## config.mk

```make
export PLATFORM = sky130hd
export DESIGN_NAME = uri_percent_escape
export DESIGN_NICKNAME = d
export VERILOG_FILES = /design/src/upe_pkg.sv /design/src/upe_front.sv /design/src/upe_queue.sv /design/src/upe_back.sv /design/src/uri_percent_escape.sv
export VERILOG_INCLUDE_DIRS = /design/src /design/src/src
export SDC_FILE = /design/constraint.sdc
export NUM_CORES = 1
export LEC_CHECK = 0
export BUFFER_PORTS_ARGS = -buffer_cell sky130_fd_sc_hd__buf_2
export CAP_MARGIN = 25
export CORE_UTILIZATION = 45
export CTS_BUF_LIST = sky130_fd_sc_hd__clkbuf_4 sky130_fd_sc_hd__clkbuf_8 sky130_fd_sc_hd__clkbuf_16
export CTS_CLUSTER_SIZE = 10
export DETAILED_ROUTE_END_ITERATION = 10
export GPL_TIMING_DRIVEN = 0
export PLACE_DENSITY = 0.7
export SLEW_MARGIN = 10
export SYNTH_ARGS = -nofsm -noshare
export SYNTH_HDL_FRONTEND = slang
export SYNTH_SLANG_ARGS = --single-unit
```

## constraint.sdc

```tcl
create_clock -name clk_i -period 2.7 [get_ports clk_i]
set_clock_uncertainty 0.1 [all_clocks]
set_input_delay 0.54 -clock clk_i [delete_from_list [all_inputs] [get_ports clk_i]]
set_output_delay 0.54 -clock clk_i [all_outputs]
set_load 0.05 [all_outputs]
```

## src/uri_percent_escape_defines.svh

```systemverilog
// ----------------------------------------------------------------------------
// uri_percent_escape_defines
// Assertion macros for the percent-escape block.
// ----------------------------------------------------------------------------
`ifndef URI_PERCENT_ESCAPE_DEFINES_SVH
`define URI_PERCENT_ESCAPE_DEFINES_SVH

// Property that holds at every clock edge out of reset.
`define UPE_ASSERT(label, prop, msg) \
  label: assert property (@(posedge clk_i) disable iff (!rst_ni) (prop)) else $error(msg);

// Antecedent in one cycle implies consequent in the next.
`define UPE_ASSERT_NEXT(label, ante, cons, msg) \
  label: assert property (@(posedge clk_i) disable iff (!rst_ni) (ante) |=> (cons)) \
    else $error(msg);

`endif

```

## src/upe_pkg.sv

```systemverilog
// ----------------------------------------------------------------------------
// upe_pkg
// Shared types, constants and escape-set tables for the percent-escape block.
// ----------------------------------------------------------------------------
`timescale 1ns / 1ps
`default_nettype none

package upe_pkg;

  localparam int unsigned QUEUE_DEPTH = 2;
  localparam int unsigned TOTAL_W     = 18;
  localparam int unsigned SET_W       = 3;
  localparam int unsigned CFG_DATA_W  = 3;

  localparam logic [TOTAL_W-1:0] TOTAL_MAX = '1;

  typedef enum logic [0:0] {
    CFG_ESCAPE_SET = 1'b0,
    CFG_COUNT_ONLY = 1'b1
  } cfg_idx_e;

  typedef enum logic [SET_W-1:0] {
    SET_URI       = 3'd0,
    SET_ARGS      = 3'd1,
    SET_COMPONENT = 3'd2,
    SET_URL       = 3'd3,
    SET_MAIL      = 3'd4
  } set_sel_e;

  typedef struct packed {
    logic [7:0] src_byte;
    logic       esc;
    logic       count_only;
    logic       last;
  } cmd_t;

  typedef struct packed {
    logic full;
    logic empty;
  } queue_status_t;

  localparam logic [255:0] SET_URI_BITS = {
    32'hffffffff, 32'hffffffff, 32'hffffffff, 32'hffffffff,
    32'h80000000, 32'h00000000, 32'h80000029, 32'hffffffff
  };
  localparam logic [255:0] SET_ARGS_BITS = {
    32'hffffffff, 32'hffffffff, 32'hffffffff, 32'hffffffff,
    32'h80000000, 32'h00000000, 32'h88000869, 32'hffffffff
  };
  localparam logic [255:0] SET_COMPONENT_BITS = {
    32'hffffffff, 32'hffffffff, 32'hffffffff, 32'hffffffff,
    32'hb8000001, 32'h78000001, 32'hfc009fff, 32'hffffffff
  };
  localparam logic [255:0] SET_URL_BITS = {
    32'hffffffff, 32'hffffffff, 32'hffffffff, 32'hffffffff,
    32'h80000000, 32'h00000000, 32'h000000ad, 32'hffffffff
  };
  localparam logic [255:0] SET_MAIL_BITS = {
    32'h00000000, 32'h00000000, 32'h00000000, 32'h00000000,
    32'h00000000, 32'h00000000, 32'h00000021, 32'hffffffff
  };

  function automatic logic needs_escape(logic [SET_W-1:0] sel, logic [7:0] b);
    logic res;
    unique case (sel)
      SET_URI:       res = SET_URI_BITS[b];
      SET_ARGS:      res = SET_ARGS_BITS[b];
      SET_COMPONENT: res = SET_COMPONENT_BITS[b];
      SET_URL:       res = SET_URL_BITS[b];
      SET_MAIL:      res = SET_MAIL_BITS[b];
      default:       res = 1'b0;
    endcase
    return res;
  endfunction

  function automatic logic [7:0] hex_digit(logic [3:0] n);
    logic [7:0] res;
    if (n < 4'd10) begin
      res = 8'h30 + {4'd0, n};
    end else begin
      res = 8'h57 + {4'd0, n};
    end
    return res;
  endfunction

endpackage

`default_nettype wire

```

## src/upe_front.sv

```systemverilog
// ----------------------------------------------------------------------------
// upe_front
// Holds the configuration registers and classifies each source byte.
// ----------------------------------------------------------------------------
`timescale 1ns / 1ps
`default_nettype none

module upe_front (
  input  wire logic                             clk_i,
  input  wire logic                             rst_ni,
  input  wire logic                             cfg_valid_i,
  input  wire logic [0:0]                       cfg_index_i,
  input  wire logic [upe_pkg::CFG_DATA_W-1:0]   cfg_data_i,
  input  wire logic [7:0]                       src_byte_i,
  input  wire logic                             src_last_i,
  output upe_pkg::cmd_t                         cmd_o
);
  import upe_pkg::*;

  logic [SET_W-1:0] escape_set_q, escape_set_d;
  logic             count_only_q, count_only_d;

  always_comb begin
    escape_set_d = escape_set_q;
    count_only_d = count_only_q;
    if (cfg_valid_i) begin
      unique case (cfg_idx_e'(cfg_index_i))
        CFG_ESCAPE_SET: escape_set_d = cfg_data_i[SET_W-1:0];
        CFG_COUNT_ONLY: count_only_d = cfg_data_i[0];
        default: ;
      endcase
    end
  end

  always_ff @(posedge clk_i or negedge rst_ni) begin
    if (!rst_ni) begin
      escape_set_q <= '0;
      count_only_q <= 1'b0;
    end else begin
      escape_set_q <= escape_set_d;
      count_only_q <= count_only_d;
    end
  end

  assign cmd_o.src_byte   = src_byte_i;
  assign cmd_o.esc        = needs_escape(escape_set_q, src_byte_i);
  assign cmd_o.count_only = count_only_q;
  assign cmd_o.last       = src_last_i;

endmodule

`default_nettype wire

```

## src/upe_queue.sv

```systemverilog
// ----------------------------------------------------------------------------
// upe_queue
// Small command queue between the classifier and the emitter.
// ----------------------------------------------------------------------------
`timescale 1ns / 1ps
`default_nettype none

module upe_queue #(
  parameter int unsigned DEPTH = upe_pkg::QUEUE_DEPTH
) (
  input  wire logic              clk_i,
  input  wire logic              rst_ni,
  input  wire logic              push_i,
  input  upe_pkg::cmd_t          push_data_i,
  input  wire logic              pop_i,
  output upe_pkg::cmd_t          head_o,
  output upe_pkg::queue_status_t status_o
);
  import upe_pkg::*;

  localparam int unsigned PTR_W = (DEPTH > 1) ? $clog2(DEPTH) : 1;
  localparam int unsigned CNT_W = $clog2(DEPTH + 1);

  cmd_t             mem_q [DEPTH];
  logic [PTR_W-1:0] wr_ptr_q, wr_ptr_d;
  logic [PTR_W-1:0] rd_ptr_q, rd_ptr_d;
  logic [CNT_W-1:0] count_q, count_d;
  logic             do_push, do_pop;

  assign status_o.full  = (count_q == CNT_W'(DEPTH));
  assign status_o.empty = (count_q == '0);
  assign do_push        = push_i && !status_o.full;
  assign do_pop         = pop_i && !status_o.empty;
  assign head_o         = mem_q[rd_ptr_q];

  always_comb begin
    wr_ptr_d = wr_ptr_q;
    rd_ptr_d = rd_ptr_q;
    count_d  = count_q;
    if (do_push) begin
      wr_ptr_d = (wr_ptr_q == PTR_W'(DEPTH - 1)) ? '0 : wr_ptr_q + PTR_W'(1);
    end
    if (do_pop) begin
      rd_ptr_d = (rd_ptr_q == PTR_W'(DEPTH - 1)) ? '0 : rd_ptr_q + PTR_W'(1);
    end
    if (do_push && !do_pop) begin
      count_d = count_q + CNT_W'(1);
    end else if (do_pop && !do_push) begin
      count_d = count_q - CNT_W'(1);
    end
  end

  always_ff @(posedge clk_i or negedge rst_ni) begin
    if (!rst_ni) begin
      wr_ptr_q <= '0;
      rd_ptr_q <= '0;
      count_q  <= '0;
    end else begin
      wr_ptr_q <= wr_ptr_d;
      rd_ptr_q <= rd_ptr_d;
      count_q  <= count_d;
    end
  end

  always_ff @(posedge clk_i) begin
    if (do_push) begin
      mem_q[wr_ptr_q] <= push_data_i;
    end
  end

endmodule

`default_nettype wire

```

## src/upe_back.sv

```systemverilog
// ----------------------------------------------------------------------------
// upe_back
// Emits result bytes for queued commands and keeps the running total.
// ----------------------------------------------------------------------------
`timescale 1ns / 1ps
`default_nettype none

module upe_back (
  input  wire logic                          clk_i,
  input  wire logic                          rst_ni,
  input  upe_pkg::cmd_t                      head_i,
  input  upe_pkg::queue_status_t             status_i,
  output logic                               pop_o,
  output logic                               out_valid_o,
  input  wire logic                          out_stall_i,
  output logic [7:0]                         out_byte_o,
  output logic                               byte_valid_o,
  output logic                               run_last_o,
  output logic [upe_pkg::TOTAL_W-1:0]        total_count_o
);
  import upe_pkg::*;

  typedef enum logic [2:0] {
    PH_PCT = 3'b001,
    PH_HI  = 3'b010,
    PH_LO  = 3'b100
  } phase_e;

  phase_e             phase_q, phase_d;
  logic [TOTAL_W-1:0] total_q, total_d;
  logic               out_valid_q, out_valid_d;
  logic [7:0]         out_byte_q, out_byte_d;
  logic               byte_valid_q, byte_valid_d;
  logic               run_last_q, run_last_d;
  logic [TOTAL_W-1:0] count_q, count_d;
  logic               slot, load;
  logic [TOTAL_W-1:0] total_inc, total_esc;

  function automatic logic [TOTAL_W-1:0] sat_add(logic [TOTAL_W-1:0] a, logic inc);
    logic [TOTAL_W:0] sum;
    sum = {1'b0, a} + (TOTAL_W + 1)'(inc);
    return sum[TOTAL_W] ? TOTAL_MAX : sum[TOTAL_W-1:0];
  endfunction

  assign slot      = !out_valid_q || !out_stall_i;
  assign total_inc = sat_add(total_q, 1'b1);
  assign total_esc = sat_add(total_q, head_i.esc);

  always_comb begin
    pop_o        = 1'b0;
    load         = 1'b0;
    phase_d      = phase_q;
    total_d      = total_q;
    out_byte_d   = out_byte_q;
    byte_valid_d = byte_valid_q;
    run_last_d   = run_last_q;
    count_d      = count_q;
    if (!status_i.empty) begin
      if (head_i.count_only) begin
        if (!head_i.last) begin
          pop_o   = 1'b1;
          total_d = total_esc;
        end else if (slot) begin
          load         = 1'b1;
          pop_o        = 1'b1;
          out_byte_d   = 8'h00;
          byte_valid_d = 1'b0;
          run_last_d   = 1'b1;
          count_d      = total_esc;
          total_d      = '0;
        end
      end else if (slot) begin
        load         = 1'b1;
        byte_valid_d = 1'b1;
        count_d      = total_inc;
        if (head_i.esc) begin
          unique case (phase_q)
            PH_PCT: begin
              out_byte_d = 8'h25;
              run_last_d = 1'b0;
              phase_d    = PH_HI;
            end
            PH_HI: begin
              out_byte_d = hex_digit(head_i.src_byte[7:4]);
              run_last_d = 1'b0;
              phase_d    = PH_LO;
            end
            PH_LO: begin
              out_byte_d = hex_digit(head_i.src_byte[3:0]);
              run_last_d = 1'b1;
              pop_o      = 1'b1;
              phase_d    = PH_PCT;
            end
            default: begin
              out_byte_d = 8'h25;
              run_last_d = 1'b0;
              phase_d    = PH_HI;
            end
          endcase
        end else begin
          out_byte_d = head_i.src_byte;
          run_last_d = 1'b1;
          pop_o      = 1'b1;
        end
        total_d = (pop_o && head_i.last) ? '0 : total_inc;
      end
    end
    out_valid_d = load || (out_valid_q && out_stall_i);
  end

  always_ff @(posedge clk_i or negedge rst_ni) begin
    if (!rst_ni) begin
      phase_q     <= PH_PCT;
      total_q     <= '0;
      out_valid_q <= 1'b0;
    end else begin
      phase_q     <= phase_d;
      total_q     <= total_d;
      out_valid_q <= out_valid_d;
    end
  end

  always_ff @(posedge clk_i) begin
    if (load) begin
      out_byte_q   <= out_byte_d;
      byte_valid_q <= byte_valid_d;
      run_last_q   <= run_last_d;
      count_q      <= count_d;
    end
  end

  assign out_valid_o   = out_valid_q;
  assign out_byte_o    = out_byte_q;
  assign byte_valid_o  = byte_valid_q;
  assign run_last_o    = run_last_q;
  assign total_count_o = count_q;

endmodule

`default_nettype wire

```

## src/uri_percent_escape.sv

```systemverilog
// ----------------------------------------------------------------------------
// uri_percent_escape: percent-encoding of a byte stream
// Accepted bytes enter the command queue; the result register loads from
// the queue head when free: one slot per plain byte, three per escaped byte
// (one per emitted byte); count-mode bytes before the last need no slot.
// Reset: config, running total, queue and output valid clear at once.
// ----------------------------------------------------------------------------
`timescale 1ns / 1ps
`default_nettype none
`include "uri_percent_escape_defines.svh"

module uri_percent_escape #(
  parameter int unsigned QUEUE_DEPTH = upe_pkg::QUEUE_DEPTH
) (
  input  wire logic                           clk_i,
  input  wire logic                           rst_ni,
  input  wire logic                           cfg_valid_i,
  output logic                                cfg_ready_o,
  input  wire logic [0:0]                     cfg_index_i,
  input  wire logic [upe_pkg::CFG_DATA_W-1:0] cfg_data_i,
  input  wire logic                           in_valid_i,
  output logic                                in_stall_o,
  input  wire logic [7:0]                     src_byte_i,
  input  wire logic                           src_last_i,
  output logic                                out_valid_o,
  input  wire logic                           out_stall_i,
  output logic [7:0]                          out_byte_o,
  output logic                                byte_valid_o,
  output logic                                run_last_o,
  output logic [upe_pkg::TOTAL_W-1:0]         total_count_o
);
  import upe_pkg::*;

  cmd_t          front_cmd, head_cmd;
  queue_status_t q_status;
  logic          push, pop;
  logic          out_fire, data_out, report_out, pct_open;

  assign cfg_ready_o = 1'b1;
  assign in_stall_o  = q_status.full;
  assign push        = in_valid_i && !q_status.full;

  upe_front u_front (
    .clk_i       (clk_i),
    .rst_ni      (rst_ni),
    .cfg_valid_i (cfg_valid_i),
    .cfg_index_i (cfg_index_i),
    .cfg_data_i  (cfg_data_i),
    .src_byte_i  (src_byte_i),
    .src_last_i  (src_last_i),
    .cmd_o       (front_cmd)
  );

  upe_queue #(
    .DEPTH (QUEUE_DEPTH)
  ) u_queue (
    .clk_i       (clk_i),
    .rst_ni      (rst_ni),
    .push_i      (push),
    .push_data_i (front_cmd),
    .pop_i       (pop),
    .head_o      (head_cmd),
    .status_o    (q_status)
  );

  upe_back u_back (
    .clk_i         (clk_i),
    .rst_ni        (rst_ni),
    .head_i        (head_cmd),
    .status_i      (q_status),
    .pop_o         (pop),
    .out_valid_o   (out_valid_o),
    .out_stall_i   (out_stall_i),
    .out_byte_o    (out_byte_o),
    .byte_valid_o  (byte_valid_o),
    .run_last_o    (run_last_o),
    .total_count_o (total_count_o)
  );

  assign out_fire   = out_valid_o && !out_stall_i;
  assign data_out   = out_valid_o && byte_valid_o;
  assign report_out = out_valid_o && !byte_valid_o;
  assign pct_open   = out_fire && byte_valid_o && (out_byte_o == 8'h25) && !run_last_o;

  `UPE_ASSERT(a_data_total_nonzero, !data_out || (total_count_o != '0), "data with zero total")
  `UPE_ASSERT(a_report_shape, !report_out || (run_last_o && (out_byte_o == '0)), "bad report")
  `UPE_ASSERT_NEXT(a_pct_followed, pct_open, data_out && !run_last_o, "broken escape after pct")
  `UPE_ASSERT(a_pop_needs_entry, !pop || !q_status.empty, "pop from empty queue")

endmodule

`default_nettype wire

```

## Word level (Yosys, flattened, before mapping)

Memory sizes are Yosys's and may differ from the RTL's.
Cells that the tools add are included.

- Memories: 6
- Word-level logic and storage cells: 118
- Output and inout bits: 31
- ROM bits: 1,280
- Register bits after elaboration: 58
- Bits in writable memories: 22
- Input bits: 18

- Eq/ne operators: 9
- Add/subtract/negate cells: 10
- Reductions and logical operators: 24
- Bitwise logic cells: 3
- Mux-type cells: 51
- Order comparisons: 3

Memories:

| name | depth | width | read ports | clocked after memory_dff | write ports | line | RTL |
|---|---|---|---|---|---|---|---|
| (name not given) | 256 | 1 | 1 | 0 | 0 | upe_pkg.sv:66 | `SET_URI: res = SET_URI_BITS[b];` |
| (name not given) | 256 | 1 | 1 | 0 | 0 | upe_pkg.sv:67 | `SET_ARGS: res = SET_ARGS_BITS[b];` |
| (name not given) | 256 | 1 | 1 | 0 | 0 | upe_pkg.sv:68 | `SET_COMPONENT: res = SET_COMPONENT_BITS[b];` |
| (name not given) | 256 | 1 | 1 | 0 | 0 | upe_pkg.sv:69 | `SET_URL: res = SET_URL_BITS[b];` |
| (name not given) | 256 | 1 | 1 | 0 | 0 | upe_pkg.sv:70 | `SET_MAIL: res = SET_MAIL_BITS[b];` |
| u_queue.mem_q | 2 | 11 | 1 | 0 | 1 | upe_queue.sv:24 | `cmd_t mem_q [DEPTH];` |

Operator list:

| kind | number |
|---|---|
| two-way mux 18 bit | 11 |
| two-way mux 8 bit | 7 |
| two-way mux 1 bit | 28 |
| adder 18 x 1 -> 19 bit | 1 |
| adder 18 x 1 -> 19 bit (second input constant) | 1 |
| adder 7 x 4 -> 8 bit (first input constant) | 2 |
| case mux 8 bit (2 select lines) | 1 |
| adder 6 x 4 -> 7 bit (first input constant) | 2 |
| == test 3 x 2 -> 1 bit (second input constant) | 3 |
| < comparator 8 x 9 -> 1 bit (second input constant) | 1 |
| < comparator 4 bit (second input constant) | 2 |
| logical AND 1 bit | 7 |
| == test 3 bit (second input constant) | 2 |
| logical NOT 1 bit | 6 |
| case mux 3 bit (2 select lines) | 1 |
| case mux 1 bit (5 select lines) | 1 |
| AND reduction 5 bit | 1 |
| two-way mux 2 bit | 2 |
| AND reduction 2 bit | 2 |
| AND reduction 4 bit | 1 |
| nonzero test 2 bit | 2 |
| == test 3 x 1 -> 1 bit (second input constant) | 1 |
| logical NOT 3 bit | 1 |
| NOT 1 bit | 3 |
| other kinds (9) | 11 |

## Depth between registers and ports, before layout

- Depth after elaboration: 13
- Gate-level depth with buffers: 12
- Mapped depth without buffers: 10

## Modules after synthesis

A second synthesis with hierarchy kept.

- Cell total of the unflattened synthesis: 494
- Area total of the unflattened synthesis: 4,840.9 um^2

Modules (own cells, without submodules):

| module | area an instance (um^2) | cells each | sequential area each (um^2) | times used |
|---|---|---|---|---|
| upe_back | 3,311.9 | 372 | 1,392.6 | 1 |
| upe_queue | 1,002.2 | 53 | 760.7 | 1 |
| upe_front | 501.7 | 66 | 100.1 | 1 |
| uri_percent_escape | 25.0 | 3 | 0.0 | 1 |

## Least setup slack after synthesis

OpenSTA, ideal clock, no wires.

- Path type: flip-flop to flip-flop
- From: reg u_queue.rd_ptr_q
- To: reg u_back.byte_valid_q (netlist: u_back.byte_valid_o) (enable)
- Required time: 2,187 ps
- Cell stages (with the launch flop): 7
- Data arrival time: 2,420 ps
- Path buffers: 2
- Setup time: 413 ps
- Clock period less this slack: 2,933 ps
- Path slack: -233 ps
- Cells stage by stage: dfrtp_1 -> buf_6 -> nor2_2 -> a22o_2 -> o22ai_2 -> buf_2 -> nor2_1

- Cells in the longest elaborated chain, start to end: 5
- Elaborated cells on any way between the ends: 8
- Those cells by class: eq/ne: 2; mux: 3; reduce/logical: 2; memory: 1

RTL lines:

| element | line | RTL |
|---|---|---|
| start: declaration | upe_queue.sv:26 | `logic [PTR_W-1:0] rd_ptr_q, rd_ptr_d;` |
| start signal: assignment | upe_queue.sv:60 | `rd_ptr_q <= rd_ptr_d;` |
| memory (2 x 11 bit) * | - |  |
| two-way mux 1 bit | upe_back.sv:60 | `if (!head_i.last) begin` |
| two-way mux 1 bit | upe_back.sv:59 | `if (head_i.count_only) begin` |
| two-way mux 1 bit | upe_back.sv:58 | `if (!status_i.empty) begin` |
| AND reduction 5 bit (no source line) * | - |  |
| end signal: assignment | upe_back.sv:126 | `byte_valid_q <= byte_valid_d;` |
| end: declaration | upe_back.sv:33 | `logic byte_valid_q, byte_valid_d;` |

Every way passes the cells marked *; elsewhere a longest branch is shown, timed or not.
A chain may end at the register's enable or synchronous reset.

## Final worst setup path

- From: reg u_queue.rd_ptr_q
- To: reg u_back.count_q[9] (netlist: u_back.total_count_o[9]), data pin

- Cells in the longest elaborated chain, start to end: 6

RTL lines:

| element | line | RTL |
|---|---|---|
| memory (2 x 11 bit) * | - |  |
| adder 18 x 1 -> 19 bit | upe_back.sv:41 | `sum = {1'b0, a} + (TOTAL_W + 1)'(inc);` |
| two-way mux 18 bit | upe_back.sv:42 | `return sum[TOTAL_W] ? TOTAL_MAX : sum[TOTAL_W-1:0];` |
| two-way mux 18 bit | upe_back.sv:63 | `end else if (slot) begin` |
| two-way mux 18 bit | upe_back.sv:60 |  |
| two-way mux 18 bit * | upe_back.sv:59 |  |
| end signal: assignment | upe_back.sv:128 | `count_q <= count_d;` |
| end: declaration | upe_back.sv:35 | `logic [TOTAL_W-1:0] count_q, count_d;` |

Every way passes the cells marked *; elsewhere a longest branch is shown, timed or not. The select of a mux whose other input is x is not followed.

==> results by group <==
Run status
  – Status: finished, final reports clean

Route
  – Routed via count: 3980
  – Post-route antenna net violation count: 0
  – Initial DRC count: 285
  – Drt pass-1 iters: 5
  – # DRC: 0
  – Avg WL per Cell: 17.17 microns
  – Wirelength, routed: 11.76 mm
  – Vias per cell: 5.810

CTS
  – Cts hold-fix bufs: 0
  – Clk_lat worst skew: 360 ps
  – Root Buffer: clkbuf_8
  – Clock slew at reported path FFs: 80 ps
  – CTS tree: done
  – Maximum clock path buffer count: 2
  – Clk sinks: 80
  – H-Tree Depth: 3
  – CTS Buf Count: 9

Synthesis
  – Syn Inst Count: 482
  – Top cell type by total area after synthesis: edfxtp_1
  – Synthesized area: 4852 sq um
  – Most frequent cell after synthesis: edfxtp_1
  – Top cell type's share of synthesized area: 30.94%
  – Number of synthesized flops with an enable pin: 50
  – Ys async rst share: 37.50%
  – Syn Nets: 510
  – Yosys reg bits: 80
  – Predominant post-synthesis flop cell: edfxtp_1
  – Syn avg cell area: 10.07 sq um
  – Ys Warns: 0
  – Synth cell count leaders: edfxtp_1, nand2_1, nor2_1
  – Distinct cell type count after synthesis: 75
  – Ranking of synthesized cells by area: edfxtp_1, dfrtp_1, a21oi_1
  – Post-synthesis sequential area ratio: 46.44%

Final layout
  – Share of cells above drive strength 1: 24.59%
  – Number of nets in the layout: 572
  – Final instance area: 5544 sq um
  – Final cell count without fillers: 685
  – Ant. Diodes: 0
  – Filler cells: 955
  – Area grow syn2layout: 14.26%

Setup path
  – Critical Path RT: 2700 ps
  – FF-to-FF path depth: 11
  – Worst Setup End Kind: flop
  – Setup crit start: u_queue.rd_ptr_q
  – FF-to-FF End: u_back.total_count_o[9]
  – WS Path Type: reg -> reg
  – Startpoint types: flop
  – Reg2Reg Launch Point: u_queue.rd_ptr_q
  – Crit-path max FO: 10
  – Flop2flop setup slack: 120 ps
  – Arr. time, crit path: 2580 ps

Timing
  – RSZ-0062 raised after global routing: yes
  – Final setup fails: 0
  – Final hold vios: 0
  – Slew headroom: 42.28%
  – Worst-Margin Slew: 862.6 ps
  – Final worst path period need: 2582 ps
  – Max frequency: 387.2 MHz
  – Final period util: 95.64%
  – Max Slew Vio Count: 0

Placement
  – DP HPWL: 8.280 mm
  – Post-Place Cells: 665
  – Placer Congestion: 0.9405
  – PortBufs: 47
  – Area of placed instances: 5265 sq um

Power
  – Power consumption: 5993 uW
  – Peak VDD IR: 0.0005815 V
  – Pwr/cell area: 1081 nW/um^2
  – Pleak: 0.002170 uW

Die
  – Io pins: 49
  – Row count: 37
  – Core Region: 10370 sq um
  – DIE AREA: 11200 sq um
  – Die Wd: 105.8 microns
  – Die Ht: 105.8 microns
  – Initial Util: 46.79%

GRT
  – Antenna violations before repair: 0
  – Total GRT Usage: 21.71%
  – GRT overflow: 0
  – Vias in the first global route: 3687
  – Maximum number of pins on one net before global-route repair: 31
  – First-pass GRT wire length: 18.59 mm

Run
  – Max-cap viol count: 0

Min path
  – HP Class: in -> async
-- per-layer routing --
layer	track usage, %	share of wire, %	vias up
li1	-	-	1918
met1	27.44	42	1877
met2	36.55	49	162
met3	3.278	6.2	23
met4	10.02	2.9	0
met5	0	0	-
-- power breakdown --
part | switching (uW) | internal, uW | leakage [uW]
sequential | 182 | 1840 | 0.000865
clock | 434 | 417 | 0.0000901
combinational | 2240 | 882 | 0.00121
total | 2860 | 3140 | 0.00217
-- cell families after synthesis --
kind of cell | synth area share (%)
AOI/OAI and AO/OA | 16.94
and+or+nand+nor | 18.82
buffers and inverters | 5.054
DFF | 46.44
muxes | 5.209
xor gates and xnor gates | 4.874
adders and majority gates | 2.579
other | 0.07729
-- final cells by class --
class | instances | area [sq um] | area share (%)
buffer | 34 | 214.0 | 3.859
clock buffer | 9 | 123.9 | 2.234
clock inverter | 7 | 62.56 | 1.128
inverter | 7 | 27.53 | 0.4965
multi-input combinational | 361 | 2426 | 43.76
sequential | 80 | 2255 | 40.67
tap | 136 | 170.2 | 3.069
timing repair buffer | 51 | 265.3 | 4.784
-- placed cells by master, fill, tap and decap left out, types with 8 or more instances in the layout --
master and n:
a21oi_1 36, ha_1 8, edfxtp_1 50, o22ai_1 9, mux2_2 8, dfrtp_1 28
nor3_1 15, a31oi_1 15, buf_4 11, clkbuf_8 9, xnor2_1 15, buf_2 59
nand2_1 47, o21ai_0 21, nor2_1 40, mux2i_1 11, xor2_1 12, nand3_1 19
-- through the flow --
stage / hold slack (ps) / util [%] / setup TNS (ps) / worst slack (ps)
detailed placement: 362.0 / 50.77 / -6571 / -443.8
finish: 149.6 / 53.46 / 0 / 117.7
CTS: 167.1 / 53.19 / 0 / 11.84
global placement: 356.2 / 50.72 / -16730 / -440.5
global route: 195.0 / 53.46 / -1.104 / -1.104
floorplan: 144.4 / - / 0 / 91.91
-- flip-flops by register name (all words and copies together), names as in the netlist --
signal,flops
u_queue.mem_q,22
u_queue.rd_ptr_q,1
u_queue.count_q,2
u_back.out_valid_o,1
u_back.total_q,18
u_queue.wr_ptr_q,1
u_back.phase_q,3
u_back.out_byte_o,8
u_back.run_last_o,1
u_back.byte_valid_o,1
u_front.count_only_q,1
u_back.total_count_o,18
u_front.escape_set_q,3
-- worst max path at each step --
stage                               end  slack, ps  cells after the start
2_1_floorplan         u_back.total_q[5]         90                     11
3_3_place_gp    u_back.total_count_o[0]       -440                      6
3_5_place_dp    u_back.total_count_o[5]       -440                     12
4_1_cts               u_back.total_q[5]         10                     11
5_1_grt        u_back.total_count_o[12]         -1                     12
6_report        u_back.total_count_o[9]        120                     11
-- worst max-delay path: stages (launching register included) --
cell and delay [ps]:
dfrtp_1 340, buf_6 150, mux2i_4 280, inv_2 110, ha_4 190, ha_4 180
and3_1 270, nand2_4 140, buf_6 160, nand2_1 70, o221ai_1 190, o31ai_2 130
-- timing repair --
action	CTS	global route
endpoints found under the setup margin	63	7
endpoints found under the hold margin	0	0
resized for setup	9	4
pin swaps	0	0
cloned	1	0
setup buffers	3	1
Power figures use the tool's default switching activity.
